**src/hdl/dtq_pkg.sv**
```systemverilog
// Shared types and codes for the deadline timer queue.
package dtq_pkg;

  localparam int MAX_RESULTS = 16;
  localparam int REL_CNT_W   = $clog2(MAX_RESULTS);

  localparam logic REQ_SLEEP = 1'b0;
  localparam logic REQ_TICK  = 1'b1;

  localparam logic [1:0] OUT_RELEASED = 2'd0;
  localparam logic [1:0] OUT_READY    = 2'd1;
  localparam logic [1:0] OUT_QUEUED   = 2'd2;
  localparam logic [1:0] OUT_FULL     = 2'd3;

  localparam logic [1:0] CELL_HOLD   = 2'd0;
  localparam logic [1:0] CELL_INSERT = 2'd1;
  localparam logic [1:0] CELL_POP    = 2'd2;

  typedef struct packed {
    logic        req_type;
    logic [7:0]  waiter_id;
    logic [47:0] wake_time;
  } dtq_in_t;

  typedef struct packed {
    logic [7:0] resumed_id;
    logic [1:0] outcome;
    logic       last_of_run;
  } dtq_out_t;

  typedef struct packed {
    logic [1:0] op;
  } dtq_cell_ctrl_t;

endpackage

```
**src/hdl/dtq_cell.sv**
```systemverilog
// One slot of the sorted waiter chain: holds, takes a new entry, or shifts.
module dtq_cell #(
  parameter int TIME_WIDTH = 48
) (
  input  logic                   clk,
  input  logic                   rst_n,
  input  dtq_pkg::dtq_cell_ctrl_t ctrl,
  input  logic [TIME_WIDTH-1:0]  new_time,
  input  logic [7:0]             new_id,
  input  logic                   prev_keep,
  input  logic                   prev_valid,
  input  logic [TIME_WIDTH-1:0]  prev_time,
  input  logic [7:0]             prev_id,
  input  logic                   next_valid,
  input  logic [TIME_WIDTH-1:0]  next_time,
  input  logic [7:0]             next_id,
  output logic                   keep,
  output logic                   valid,
  output logic [TIME_WIDTH-1:0]  wake,
  output logic [7:0]             id
);
  import dtq_pkg::*;

  logic                  valid_r, valid_nxt;
  logic [TIME_WIDTH-1:0] time_r, time_nxt;
  logic [7:0]            id_r, id_nxt;

  // Entries due no later than the newcomer stay ahead of it (ties keep arrival order).
  assign keep = valid_r && (time_r <= new_time);

  always_comb begin
    valid_nxt = valid_r;
    time_nxt  = time_r;
    id_nxt    = id_r;
    case (ctrl.op)
      CELL_INSERT: begin
        if (!keep) begin
          if (prev_keep) begin
            valid_nxt = 1'b1;
            time_nxt  = new_time;
            id_nxt    = new_id;
          end else begin
            valid_nxt = prev_valid;
            time_nxt  = prev_time;
            id_nxt    = prev_id;
          end
        end
      end
      CELL_POP: begin
        valid_nxt = next_valid;
        time_nxt  = next_time;
        id_nxt    = next_id;
      end
      default: begin
      end
    endcase
  end

  always_ff @(posedge clk) begin
    if (!rst_n) begin
      valid_r <= 1'b0;
    end else begin
      valid_r <= valid_nxt;
    end
    time_r <= time_nxt;
    id_r   <= id_nxt;
  end

  assign valid = valid_r;
  assign wake  = time_r;
  assign id    = id_r;

endmodule

```
**src/hdl/deadline_timer_queue_unit.sv**
```systemverilog
// Deadline timer queue: a chain of sorted cells holding sleeping waiters.
// Sleep beat: busy while in the sleep state; its single result is registered from that state.
// Tick beat: the time counter advances at acceptance; releases follow one per cycle from
//   the head of the chain, each registered before it shows, up to 16 per tick, and busy
//   holds for the whole run, also when nothing is due. Results cannot be stalled.
// Reset (synchronous, rst_n low) empties the chain and zeroes the time counter at once.
module deadline_timer_queue_unit #(
  parameter int DEPTH      = 16,
  parameter int TIME_WIDTH = 48
) (
  input  logic              clk,
  input  logic              rst_n,
  input  logic              start,
  output logic              busy,
  input  dtq_pkg::dtq_in_t  in_data,
  output logic              out_valid,
  output dtq_pkg::dtq_out_t out_data
);
  import dtq_pkg::*;

  localparam logic [1:0] S_IDLE  = 2'd0;
  localparam logic [1:0] S_SLEEP = 2'd1;
  localparam logic [1:0] S_REL   = 2'd2;

  localparam logic [TIME_WIDTH-1:0] TIME_MAX = '1;

  logic [1:0]            state_r, state_nxt;
  logic [TIME_WIDTH-1:0] now_r, now_nxt;
  logic [7:0]            id_r, id_nxt;
  logic [TIME_WIDTH-1:0] wt_r, wt_nxt;
  logic [REL_CNT_W-1:0]  cnt_r, cnt_nxt;
  logic                  out_valid_r, out_valid_nxt;
  dtq_out_t              out_data_r, out_data_nxt;
  dtq_cell_ctrl_t        ctrl;

  // Chain taps; index DEPTH is an always-empty sentinel past the tail.
  logic                  c_valid [0:DEPTH];
  logic [TIME_WIDTH-1:0] c_time  [0:DEPTH];
  logic [7:0]            c_id    [0:DEPTH];
  logic                  c_keep  [0:DEPTH-1];

  logic [63:0]           wt_wide;
  logic [TIME_WIDTH-1:0] wt_sat;
  logic                  head_due, next_due, run_end;

  assign c_valid[DEPTH] = 1'b0;
  assign c_time[DEPTH]  = '0;
  assign c_id[DEPTH]    = '0;

  genvar g;
  generate
    for (g = 0; g < DEPTH; g++) begin : g_cell
      dtq_cell #(.TIME_WIDTH(TIME_WIDTH)) u_cell (
        .clk        (clk),
        .rst_n      (rst_n),
        .ctrl       (ctrl),
        .new_time   (wt_r),
        .new_id     (id_r),
        .prev_keep  ((g == 0) ? 1'b1 : c_keep[(g == 0) ? 0 : g - 1]),
        .prev_valid ((g == 0) ? 1'b0 : c_valid[(g == 0) ? 0 : g - 1]),
        .prev_time  (c_time[(g == 0) ? 0 : g - 1]),
        .prev_id    (c_id[(g == 0) ? 0 : g - 1]),
        .next_valid (c_valid[g + 1]),
        .next_time  (c_time[g + 1]),
        .next_id    (c_id[g + 1]),
        .keep       (c_keep[g]),
        .valid      (c_valid[g]),
        .wake       (c_time[g]),
        .id         (c_id[g])
      );
    end
  endgenerate

  // Clamp a wake time beyond the counter range to its largest value.
  always_comb begin
    wt_wide = 64'(in_data.wake_time);
    if (wt_wide > 64'(TIME_MAX)) begin
      wt_sat = TIME_MAX;
    end else begin
      wt_sat = wt_wide[TIME_WIDTH-1:0];
    end
  end

  // The head is always the earliest waiter; the one behind it, or the release cap, decides end of run.
  assign head_due = c_valid[0] && (c_time[0] <= now_r);
  assign next_due = c_valid[1] && (c_time[1] <= now_r);
  assign run_end  = (cnt_r == REL_CNT_W'(MAX_RESULTS - 1)) || !next_due;

  always_comb begin
    state_nxt     = state_r;
    now_nxt       = now_r;
    id_nxt        = id_r;
    wt_nxt        = wt_r;
    cnt_nxt       = cnt_r;
    out_valid_nxt = 1'b0;
    out_data_nxt  = out_data_r;
    ctrl.op       = CELL_HOLD;
    case (state_r)
      S_IDLE: begin
        if (start) begin
          id_nxt  = in_data.waiter_id;
          wt_nxt  = wt_sat;
          cnt_nxt = '0;
          if (in_data.req_type == REQ_TICK) begin
            // Advance time now, saturating at the top.
            if (now_r != TIME_MAX) begin
              now_nxt = now_r + TIME_WIDTH'(1);
            end
            state_nxt = S_REL;
          end else begin
            state_nxt = S_SLEEP;
          end
        end
      end
      S_SLEEP: begin
        out_valid_nxt           = 1'b1;
        out_data_nxt.resumed_id  = id_r;
        out_data_nxt.last_of_run = 1'b1;
        if (wt_r < now_r) begin
          out_data_nxt.outcome = OUT_READY;
        end else if (c_valid[DEPTH-1]) begin
          out_data_nxt.outcome = OUT_FULL;
        end else begin
          out_data_nxt.outcome = OUT_QUEUED;
          ctrl.op              = CELL_INSERT;
        end
        state_nxt = S_IDLE;
      end
      S_REL: begin
        if (head_due) begin
          // Pop the head and shift the chain up by one.
          ctrl.op                  = CELL_POP;
          out_valid_nxt            = 1'b1;
          out_data_nxt.resumed_id  = c_id[0];
          out_data_nxt.outcome     = OUT_RELEASED;
          out_data_nxt.last_of_run = run_end;
          cnt_nxt                  = cnt_r + REL_CNT_W'(1);
          if (run_end) begin
            state_nxt = S_IDLE;
          end
        end else begin
          state_nxt = S_IDLE;
        end
      end
      default: begin
        state_nxt = S_IDLE;
      end
    endcase
  end

  always_ff @(posedge clk) begin
    if (!rst_n) begin
      state_r     <= S_IDLE;
      now_r       <= '0;
      out_valid_r <= 1'b0;
      cnt_r       <= '0;
    end else begin
      state_r     <= state_nxt;
      now_r       <= now_nxt;
      out_valid_r <= out_valid_nxt;
      cnt_r       <= cnt_nxt;
    end
    id_r       <= id_nxt;
    wt_r       <= wt_nxt;
    out_data_r <= out_data_nxt;
  end

  assign busy      = (state_r != S_IDLE);
  assign out_valid = out_valid_r;
  assign out_data  = out_data_r;

endmodule
```
**config.mk**
```make
export PLATFORM = sky130hd
export DESIGN_NAME = deadline_timer_queue_unit
export DESIGN_NICKNAME = d
export VERILOG_FILES = /design/src/hdl/dtq_pkg.sv /design/src/hdl/dtq_cell.sv /design/src/hdl/deadline_timer_queue_unit.sv
export SDC_FILE = /design/constraint.sdc
export NUM_CORES = 2
export LEC_CHECK = 0
export BUFFER_PORTS_ARGS = -buffer_cell sky130_fd_sc_hd__buf_2
export CORE_ASPECT_RATIO = 0.5
export CORE_MARGIN = 5
export CORE_UTILIZATION = 45
export CTS_BUF_LIST = sky130_fd_sc_hd__clkbuf_8
export DETAILED_ROUTE_END_ITERATION = 10
export PLACE_DENSITY = 0.7
export SETUP_SLACK_MARGIN = 0.3
export SYNTH_ARGS = -nofsm -noshare
export SYNTH_HDL_FRONTEND = slang
export SYNTH_SLANG_ARGS = --single-unit
```
**constraint.sdc**
```tcl
create_clock -name clk -period 14.4 [get_ports clk]
set_input_delay 2.16 -clock clk [delete_from_list [all_inputs] [get_ports clk]]
set_output_delay 2.16 -clock clk [all_outputs]
set_load 0.05 [all_outputs]
```
==> metrics.md <==
| Metric | Value |
|---|---|
| GRT Util Overall | 0.280 |
| Internal | 0.00490 W |
| # placed instances | 8,632 |
| WL/cell | 26.1 um |
| Maximum clock insertion buffer count | 3 |
| RSZ-0062 raised after global routing | false |
| Hold Buf Count CTS | 0 |
| # nets final | 7,667 |
| Port Buffers | 72 |
| Drt total wl | 233,000 um |
| CTS tree | done |
| Power per cell area | 93.0 mW/mm^2 |
| Final hold vios | 0 |
| CP startpoint kind | flop |
| Worst clock skew | 0.0838 ns |
| Switch Pwr | 0.00206 W |
| Die span in y | 287 um |
| Root Driver | clkbuf_8 |
| YS warnings | 0 |
| DR vias/cell | 6.19 |
| Share of power burned in combinational logic | 0.133 |
| First-pass DRT Iterations | 8 |
| Period minus WS final | 6.62 ns |
| Worst-Skew Late Latency | 0.94 ns |
| # DRC | 0 |
| Cell variety after synth | 74 |
| Crit path max fanout | 286 |
| Die area | 0.161 sq mm |
| Slew of the pin with the lowest slew margin | 1.35 ns |
| Commonest non-fill, non-tap cells in the layout | nand2_1 (977), edfxtp_1 (963), ha_1 (868) |
| # rows | 101 |
| Initial antenna violation count | 19 |
| Syn_nets | 7,650 |
| TritonCTS buffer count | 165 |
| Hold Crit Class | flop to flop |
| Crit path from | now_r[19] |
| Global-route wire length before repair | 341,000 um |
| Detailed Place HPWL | 168,000 um |
| Final Slew Violations | 0 |
| Cell leakage power | 29.8 nW |
| Filler cells | 13,900 |
| Required time worst endpoint | 14.98 ns |
| Final setup viols | 0 |
| Reg power frac | 0.506 |
| Num Clock Sinks | 1,034 |
| Final setup TNS | 0 ns |
| Die W | 563 um |
| Post-cts gate resize count | 0 |
| Cells after synthesis | 6,722 |
| Vias | 55,300 |
| Core Region | 0.152 sq mm |
| Switching Share | 0.296 |
| Largest net degree at the start of global routing | 290 |
| Register area share after synthesis | 0.440 |
| Final period util | 0.459 |
| H-tree depth | 4 |
| Max-Cap Viols | 0 |
| Main synth FF type | edfxtp_1 |
| Syn-to-layout area delta | 8.62% |
| # IOs | 73 |
| Post-Syn Area | 0.0689 sq mm |
| Slew HR | 0.0957 |
| Clock power frac | 0.361 |
| Vias in the first global route | 51,900 |
| Max VDD drop | 90.9 uV |
| Status | complete, no violations |
| Max Clock Freq | 0.151 GHz |
| Crit. End Element | flop |
| Critical path type | flop to flop |
| Hold Path Origin | cnt_r[3] |
| GRT Residual Overflow | 0 |
| Initial core utilization | 0.454 |
| Syn Area/Cell | 10.2 sq um |
| Final Non-Filler Cells | 8,940 |
| Post-synth EDFFs | 963 |
| Commonest non-fill, non-tap cell in the layout | nand2_1 |
| Flop2flop setup slack | 7.78 ns |
| Post-DRT Antenna Nets | 0 |
| Layout cells sized above 1 | 0.0724 |
| Placer congestion estimate | 1.01 |
| Post-CTS Setup Repair Bufs | 0 |
| Reg clk slew, reported paths | 0.07 ns |
| R2r startpoint | now_r[19] |
| Post-synthesis register bit count | 1,034 |
| Initial drt markers | 7,461 |
| Critical Path AT | 7.19 ns |
| Post-synth ARST share | 0 |
power by group through the flow:
| stage | clock network [W] | logic [W] | registers [W] |
|---|---|---|---|
| finish | 0.00251 | 0.000924 | 0.00352 |
| global route | 0.00268 | 0.00100 | 0.00353 |
| CTS | 0.00253 | 0.000898 | 0.00351 |
| detailed placement | 0 | 0.000893 | 0.00358 |
| global placement | 0 | 0.000872 | 0.00358 |
| floorplan | 0 | 0.000574 | 0.00354 |
layout make-up:
| cell class | count | area, sq um | area share |
|---|---|---|---|
| inverters | 140 | 527 | 0.00704 |
| repair buffers | 222 | 1550 | 0.0207 |
| flip-flops and latches | 1034 | 30300 | 0.405 |
| multi-input cells | 5176 | 36700 | 0.491 |
| clock buffers | 168 | 2310 | 0.0309 |
| clock inverters | 138 | 781 | 0.0104 |
| well taps | 2060 | 2580 | 0.0344 |
| diodes | 2 | 5.00 | 0.0000669 |
path summary, 6_finish.rpt:
check                                                 to  cells after the start
worst min-delay path                            cnt_r[3]                      2
worst max register to register  g_cell[8].u_cell.wake[4]                     12
worst min register to register                  cnt_r[3]                      2
worst max-delay path            g_cell[8].u_cell.wake[4]                     12
cells by family after synthesis:
group,count (synthesis),share of synthesized area
buffers and inverters,512,0.0311
DFF,1034,0.440
and+or+nand+nor,1814,0.115
adders and majority gates,868,0.158
muxes,803,0.117
AOI/OAI and AO/OA,1646,0.133
xor gates and xnor gates,45,0.00572
stage by stage:
step / hold WS (ns) / worst slack, ns / util / area (sq um) / total power, W
floorplan: 0.445 / 7.00 / - / 68900 / 0.00411
global placement: 0.465 / 8.03 / 0.472 / 71700 / 0.00445
detailed placement: 0.473 / 7.96 / 0.472 / 71700 / 0.00447
CTS: 0.483 / 7.95 / 0.493 / 74800 / 0.00694
global route: 0.516 / 7.46 / 0.493 / 74800 / 0.00721
finish: 0.479 / 7.78 / 0.493 / 74800 / 0.00696
critical path, cell delays in order (launching register included):
cell,delay (ns)
dfxtp_1,0.44
inv_1,0.13
ha_1,0.33
nand4_1,0.19
nor4_1,1.02
and3_1,0.28
a2bb2oi_1,0.30
nand4_2,0.36
nor2_4,0.18
buf_4,0.65
buf_12,0.69
buf_4,0.98
o21ai_0,0.37
state kept, by name (all words and copies together) (netlist names):
signal / cells
cnt_r: 4
state_r: 2
id_r: 8
g_cell.u_cell.valid: 16
out_data: 11
g_cell.u_cell.wake: 768
now_r: 48
g_cell.u_cell.id: 128
wt_r: 48
out_valid: 1
synthesized netlist by cell type, types with 27 or more instances:
cell | instances | area (sq um)
a211oi_1 | 56 | 420
o211ai_1 | 27 | 203
o21ai_0 | 503 | 2520
a21oi_1 | 380 | 1900
nand3_1 | 93 | 465
xnor2_1 | 44 | 385
inv_1 | 140 | 526
buf_2 | 121 | 606
nor3_1 | 60 | 300
o21ai_1 | 446 | 2230
mux2i_1 | 795 | 7960
ha_1 | 868 | 10900
a21o_1 | 77 | 578
dfxtp_1 | 71 | 1420
nand2_1 | 984 | 3690
nor4_1 | 38 | 238
clkbuf_1 | 222 | 833
edfxtp_1 | 963 | 28900
nor2_1 | 343 | 1290
nand4_1 | 176 | 1100
per-layer routing:
metal,share of wire,GRT usage
met5,0.00031,0
met4,0.041,0.111
met3,0.12,0.0814
met2,0.41,0.403
met1,0.42,0.396
Note: power is estimated with default switching activity, not from simulation.
